**src/hw/rtl/tblru_pkg.sv**
```systemverilog
`timescale 1ns / 1ps
package tblru_pkg;

   typedef enum logic [1:0] {
      OP_LOOKUP      = 2'd0,
      OP_INSERT      = 2'd1,
      OP_INVAL_RANGE = 2'd2,
      OP_INVAL_ALL   = 2'd3
   } opcode_type;

   typedef struct packed {
      logic        valid;
      logic [31:0] address;
      logic [31:0] size;
      logic [31:0] handle;
      logic [63:0] stamp;
   } entry_type;

   typedef struct packed {
      logic start;
      logic sample;
   } scan_ctl_type;

   localparam logic [6:0] MAX_ENTRIES_RESET = 7'd64;
   localparam int unsigned CSR_MAX_ENTRIES = 0;

endpackage

```
**src/hw/rtl/tblru_scan.sv**
```systemverilog
`timescale 1ns / 1ps
module tblru_scan #(
   parameter int unsigned IW = 6,
   parameter int unsigned CW = 7
) (
   input  logic                    clock,
   input  tblru_pkg::scan_ctl_type ctl,
   input  tblru_pkg::opcode_type   op,
   input  logic [31:0]             key,
   input  logic [31:0]             range_end,
   input  logic                    range_nz,
   input  logic [IW-1:0]           smp_idx,
   input  tblru_pkg::entry_type    smp_data,
   output logic                    drop,
   output logic [CW-1:0]           valid_cnt,
   output logic [CW-1:0]           removed_cnt,
   output logic                    match,
   output logic [IW-1:0]           match_idx,
   output logic [31:0]             match_size,
   output logic [31:0]             match_handle,
   output logic                    free,
   output logic [IW-1:0]           free_idx,
   output logic                    oldest,
   output logic [IW-1:0]           oldest_idx,
   output logic [31:0]             oldest_address
);
   import tblru_pkg::*;

   logic [CW-1:0] cnt_ff, rm_ff;
   logic          match_ff, free_ff, old_ff;
   logic [IW-1:0] match_idx_ff, free_idx_ff, old_idx_ff;
   logic [31:0]   match_size_ff, match_handle_ff, old_addr_ff;
   logic [63:0]   old_stamp_ff;
   logic          key_eq, in_range;

   assign key_eq   = smp_data.valid && (smp_data.address == key);
   assign in_range = smp_data.valid && range_nz && (smp_data.address >= key)
                     && (smp_data.address < range_end);

   always_comb begin
      case (op)
         OP_INVAL_RANGE: drop = in_range;
         OP_INVAL_ALL:   drop = smp_data.valid;
         default:        drop = 1'b0;
      endcase
   end

   always_ff @(posedge clock) begin
      if (ctl.start) begin
         cnt_ff   <= '0;
         rm_ff    <= '0;
         match_ff <= 1'b0;
         free_ff  <= 1'b0;
         old_ff   <= 1'b0;
      end else if (ctl.sample) begin
         if (smp_data.valid) begin
            cnt_ff <= cnt_ff + CW'(1);
         end
         if (drop) begin
            rm_ff <= rm_ff + CW'(1);
         end
         if (key_eq && !match_ff) begin
            match_ff        <= 1'b1;
            match_idx_ff    <= smp_idx;
            match_size_ff   <= smp_data.size;
            match_handle_ff <= smp_data.handle;
         end
         if (!smp_data.valid && !free_ff) begin
            free_ff     <= 1'b1;
            free_idx_ff <= smp_idx;
         end
         if (smp_data.valid && !key_eq && (!old_ff || smp_data.stamp < old_stamp_ff)) begin
            old_ff       <= 1'b1;
            old_idx_ff   <= smp_idx;
            old_stamp_ff <= smp_data.stamp;
            old_addr_ff  <= smp_data.address;
         end
      end
   end

   assign valid_cnt      = cnt_ff;
   assign removed_cnt    = rm_ff;
   assign match          = match_ff;
   assign match_idx      = match_idx_ff;
   assign match_size     = match_size_ff;
   assign match_handle   = match_handle_ff;
   assign free           = free_ff;
   assign free_idx       = free_idx_ff;
   assign oldest         = old_ff;
   assign oldest_idx     = old_idx_ff;
   assign oldest_address = old_addr_ff;

endmodule

```
**config.mk**
```make
export PLATFORM = sky130hd
export DESIGN_NAME = tblru_scan
export DESIGN_NICKNAME = d
export VERILOG_FILES = /design/src/hw/rtl/tblru_pkg.sv /design/src/hw/rtl/tblru_scan.sv
export SDC_FILE = /design/constraint.sdc
export NUM_CORES = 1
export LEC_CHECK = 0
export BUFFER_PORTS_ARGS = -buffer_cell sky130_fd_sc_hd__buf_2
export CAP_MARGIN = 20
export CORE_MARGIN = 2
export CORE_UTILIZATION = 45
export DETAILED_ROUTE_END_ITERATION = 8
export PLACE_DENSITY_LB_ADDON = 0.08
export SLEW_MARGIN = 30
export SYNTH_ARGS = -nofsm -noshare
export SYNTH_HDL_FRONTEND = slang
export SYNTH_SLANG_ARGS = --single-unit
```
**constraint.sdc**
```tcl
create_clock -name clock -period 13.9 [get_ports clock]
set_clock_uncertainty 0.15 [all_clocks]
set_input_delay 2.78 -clock clock [delete_from_list [all_inputs] [get_ports clock]]
set_output_delay 2.78 -clock clock [all_outputs]
set_load 0.005 [all_outputs]
```
Word level (Yosys, flattened, before mapping)
Index checks and enable logic that the tools add are counted.
Storage, ports and cells
  bits of input ports: 237
  logic and storage cells: 44
  register bits: 195
Cells by class
  order comparisons: 3
  multiplexer cells: 1
  reduce and logical (&&, ||, !) cells: 22
  eq/ne operators: 3
  add/subtract/negate cells: 2
  bitwise gates (word level): 1
Operators by type and width (count)
  $lt 64x64->1: 1
  $eq 32x32->1: 1
  $ge 32x32->1: 1
  $lt 32x32->1: 1
  $add 7x1->7 const B: 2
  $reduce_and 2->1: 5
  $reduce_and 3->1: 3
  $logic_and 1x1->1: 8
  $logic_not 1->1: 5
  $eq 2x2->1 const B: 2
  $pmux 1 s2: 1
  $logic_or 1x1->1: 1
  $not 1->1: 1

Logic depth before layout (Yosys ltp)
  depth after elaboration: 6
  depth in mapped cells: 11
  mapped depth without buffers: 10

Least setup slack after synthesis
OpenSTA, ideal clock, no wires.
  path kind: input to register
  start point: input smp_data[57] in the netlist's numbering
  end point: register old_stamp_ff[0] (enable)
  cell stages on the path: 9
  library setup time: 714 ps
  slack: 1306 ps
  required time: 13036 ps
  arrival time: 11730 ps
  cells stage by stage: ha_1 > a21o_1 > a21o_1 > a21o_1 > a21o_1 > a211o_1 > o2111ai_1 > o2111ai_1 > a211oi_1
Between the ends
  longest elaborated chain between the ends: 4
RTL lines
  start: declaration: RTL line tblru_scan.sv:13  | input tblru_pkg::entry_type smp_data,
  $lt 64x64->1: RTL line tblru_scan.sv:72  | if (smp_data.valid && !key_eq && (!old_ff || smp_data.stamp < old_stamp_ff)) begin
  $logic_or 1x1->1: RTL line tblru_scan.sv:72
  $logic_and 1x1->1: RTL line tblru_scan.sv:72
  $reduce_and 3->1 (no line)
  end signal: assignment: RTL line tblru_scan.sv:75  | old_stamp_ff <= smp_data.stamp;
  end: declaration: RTL line tblru_scan.sv:33  | logic [63:0] old_stamp_ff;
No other way between the ends.
A chain may end at the register's enable or synchronous reset.

Final worst setup path
  start point: input smp_data[158] in the netlist's numbering
  end point: output drop
Between the ends
  longest elaborated chain between the ends: 4
  elaborated cells between the ends (all ways): 5
RTL lines
  $ge 32x32->1: RTL line tblru_scan.sv:37  | assign in_range = smp_data.valid && range_nz && (smp_data.address >= key)
  $logic_and 1x1->1: RTL line tblru_scan.sv:37
  $logic_and 1x1->1 *: RTL line tblru_scan.sv:38  | && (smp_data.address < range_end);
  $pmux 1 s2 *: RTL line tblru_scan.sv:41  | case (op)
  end: declaration: RTL line tblru_scan.sv:14  | output logic drop,
Mark *: on every way between the ends. The rest lies on a longest branch, timed or not.

==> summary.txt <==
Run status
  – Outcome: complete, no violations

Clock tree
  – Clock tree from TritonCTS: done
  – Number of clock sinks: 195
  – Insertion delay of the later-clocked pin in the worst-skew pair: 0.43 ns
  – Buffers inserted by post-CTS timing repair: 0
  – CTS H-tree lvls: 4
  – Clock-pin slew of the registers on the worst-case setup and hold paths: 0.07 ns
  – CTS Root Cell: sky130_fd_sc_hd__clkbuf_16
  – Bufs on Longest Clock Path: 2
  – Resized cells post-CTS: 0
  – CTS hold repair buffers: 0
  – Number of CTS-inserted buffers: 17

Timing
  – Worst max-slew margin expressed relative to the limit: 41.1%
  – Hold Vio Cnt, Final: 0
  – Slew at the pin closest to its max-slew limit: 0.884 ns
  – Fmax achieved: 132 MHz
  – Post-route clock period utilization: 54.4%
  – Final total negative setup slack: 0 ns
  – Post-layout minimum cycle time: 7.57 ns
  – Unrepaired setup endpoints after global routing: no
  – Slew Limit Fails: 0
  – Worst path setup slack after routing: 6.33 ns
  – Setup violations, final: 0

Worst setup path
  – Highest fanout seen on the critical path: 4
  – Startpoint Class: input pin
  – Worst stage delay on the critical path: 0.52 ns
  – CP Class: input pin to primary output
  – List of cells traversed by the critical path: buf_2, ha_1, nand4_1, nor4_1, nand2_1, o21ai_0, o31ai_1, buf_2
  – Critical R2R Capture: oldest_address[0]
  – Worst Path Required: 10.97 ns
  – Critical path's most frequent cell: sky130_fd_sc_hd__buf_2
  – Critical path data arrival time: 4.64 ns
  – Worst reg-to-reg path cell count: 11
  – Worst reg2reg path startpoint: old_stamp_ff[9]
  – R2R setup slack: 10.26 ns
  – Slowest-stage cell, CP: sky130_fd_sc_hd__nor4_1
  – Endpoint type of the worst setup path: primary output
  – Buf/Inv on CP: 2
  – Gate family responsible for the most delay along the worst path: simple AND/OR/NAND/NOR gates

Die
  – Total die area: 0.0218 sq mm
  – Number of rows in the core area: 52
  – Overall die height: 148 um
  – Horizontal die dimension: 148 um
  – Placeable core region: 0.0202 sq mm
  – I/O pin total: 369
  – Initial Util: 45.9%

Global route
  – Aggregate global routing overflow: 0
  – Antenna violations before repair: 1
  – Overall global routing resource usage: 20.5%
  – Largest net degree at the start of global routing: 72
  – Vias in the first global route: 6,558
  – Wire length of the first global-routing pass: 34,200 um

Final layout
  – Post-route cell area: 0.0121 sq mm
  – Filler Cells Inserted: 1,773
  – Most frequent standard cell in the layout excluding fill and tap cells: sky130_fd_sc_hd__buf_2
  – Most frequent cells in the layout: sky130_fd_sc_hd__buf_2, sky130_fd_sc_hd__edfxtp_1, sky130_fd_sc_hd__inv_1, sky130_fd_sc_hd__ha_1, sky130_fd_sc_hd__a21oi_1
  – Area growth from synthesis to layout: 30.1%
  – Net total in the final layout: 1,463
  – Layout cells sized above 1: 36.9%

Route
  – Iteration-0 DRC count of the detailed router: 236
  – Overall routed net length: 22,300 um
  – Post-route DRC: 0
  – Pre-antenna DRT Iters: 4
  – Vias per std cell: 4.82
  – Total vias in the final route: 6,650
  – Average routed wire per standard cell: 16.2 um
  – Remaining antenna violation count after routing: 0

Min path
  – Hold path endpoint: removed_cnt[6]
  – Path category of the worst min-delay check: register to register
  – Number of instances on the worst hold path: 2
  – Startpoint of the tightest hold check path: removed_cnt[6]

Place
  – Final Wtd Congestion: 0.812
  – Count of port buffers added during placement: 368
  – Placed Instance Area: 0.0115 sq mm
  – DPL Wire Length: 18,300 um
  – DP Worst Slack: 6.27 ns

Pwr
  – Static Leakage: 5.78 nW
  – Peak VDD IR: 0.0795 mV
  – Power density normalized to cell area: 104 mW/mm^2

Synthesis
  – Ys flop type: sky130_fd_sc_hd__edfxtp_1
  – Post-synthesis async set-or-reset flop share: 0%
  – Number of nets in the synthesized netlist: 1,076
  – Area of the mapped netlist: 0.00928 sq mm
  – Count of synthesis-stage warnings from yosys: 0
  – Post-Synthesis Mean Instance Area: 13.1 sq um
  – Flip-flop and latch count after synthesis: 195
  – Number of distinct library cells after synthesis: 41
  – Mapped Cells: 711
  – Post-synth EDFFs: 178
  – Sequential cell area fraction in the yosys report: 61.3%

Flow run
  – # Max-Cap Violations: 0
[layout make-up]
type                            instances  area [sq um]  area share [%]
Sequential cell                       195          5690            47.1
Timing Repair Buffer                  371          1860            15.4
Tap cell                              270           338            2.80
Multi-Input combinational cell        378          3100            25.7
Clock inverter                         14           146            1.21
Inverter                              135           507            4.20
Clock buffer                           17           425            3.52
Antenna cell                            1          2.50          0.0207
[through the flow]
stage	total power, mW	hold WS [ns]	instances	utilization, %
6_report	1.25	0.330	1381	59.7
3_3_place_gp	0.791	0.314	1349	56.8
4_1_cts	1.27	0.333	1380	59.6
2_1_floorplan	0.733	0.318	711	-
3_5_place_dp	0.794	0.321	1349	56.8
5_1_grt	1.31	0.374	1381	59.7
[sequential cells by signal (all words and copies together) (netlist names)]
signal / count
free: 1
free_idx: 6
match: 1
match_handle: 32
match_idx: 6
match_size: 32
old_stamp_ff: 64
oldest: 1
oldest_address: 32
oldest_idx: 6
removed_cnt: 7
valid_cnt: 7
[layer usage]
metal	part of all wire (%)	GRT usage [%]	up-vias
met4	1.3	5.29	0
met2	52	37.7	246
met3	8.1	6.27	18
met1	38	23.2	3012
met5	0	0	-
li1	-	-	3374
[synth_stat cells (2+ instances only)]
master / instances / area [sq um]
sky130_fd_sc_hd__nand3_1: 14 / 70.1
sky130_fd_sc_hd__nand2_1: 24 / 90.1
sky130_fd_sc_hd__nor2b_1: 3 / 18.8
sky130_fd_sc_hd__xor2_1: 6 / 52.6
sky130_fd_sc_hd__nand4_2: 2 / 25.0
sky130_fd_sc_hd__dfxtp_1: 17 / 340
sky130_fd_sc_hd__a21o_1: 24 / 180
sky130_fd_sc_hd__nand4_1: 27 / 169
sky130_fd_sc_hd__inv_1: 135 / 507
sky130_fd_sc_hd__o21bai_1: 2 / 15.0
sky130_fd_sc_hd__edfxtp_1: 178 / 5350
sky130_fd_sc_hd__a211o_1: 4 / 35.0
sky130_fd_sc_hd__ha_1: 128 / 1600
sky130_fd_sc_hd__nor3_1: 6 / 30.0
sky130_fd_sc_hd__or4_1: 2 / 15.0
sky130_fd_sc_hd__nor2_1: 26 / 97.6
sky130_fd_sc_hd__nor4_1: 4 / 25.0
sky130_fd_sc_hd__o2111ai_1: 2 / 17.5
sky130_fd_sc_hd__or3_1: 3 / 18.8
sky130_fd_sc_hd__a221oi_1: 2 / 17.5
sky130_fd_sc_hd__o21ai_0: 27 / 135
sky130_fd_sc_hd__nand2b_1: 2 / 12.5
sky130_fd_sc_hd__o31ai_1: 3 / 22.5
sky130_fd_sc_hd__a211oi_1: 8 / 60.1
sky130_fd_sc_hd__a21oi_1: 46 / 230
[power by group]
part           switching (mW)  internal (mW)
Sequential            0.00337          0.651
Clock                   0.234          0.238
Combinational          0.0652         0.0601
[worst max path at each step]
stage | start | endpoint | slack [ns] | cells after the start
final | smp_data[158] | drop | 6.33 | 8
after global routing | range_end[31] | drop | 6.06 | 9
after CTS | range_end[31] | drop | 6.27 | 9
after detailed placement | range_end[31] | drop | 6.27 | 9
after global placement | range_end[31] | drop | 6.27 | 9
after floorplan | smp_data[57] | old_stamp_ff[0] | 1.31 | 9
[tightest hold or removal path: stages (launching register included)]
cell                      delay (ns)
sky130_fd_sc_hd__dfxtp_1        0.32
sky130_fd_sc_hd__o31ai_1        0.06
sky130_fd_sc_hd__a21oi_1        0.05
[logic make-up (layout without fill, tap and decap cells)]
logic type                 count (synthesis)  after routing  synth area share, %
xor gates and xnor gates                   7              7                0.661
other                                      0              1                    0
adders and majority gates                128            128                 17.3
AOI/OAI and AO/OA                        124            124                 8.24
muxes                                      1              1                0.108
and+or+nand+nor                          118            118                 6.80
buffers and inverters                    138            537                 5.66
DFF                                      195            195                 61.3
Power figures use the tool's default switching activity.
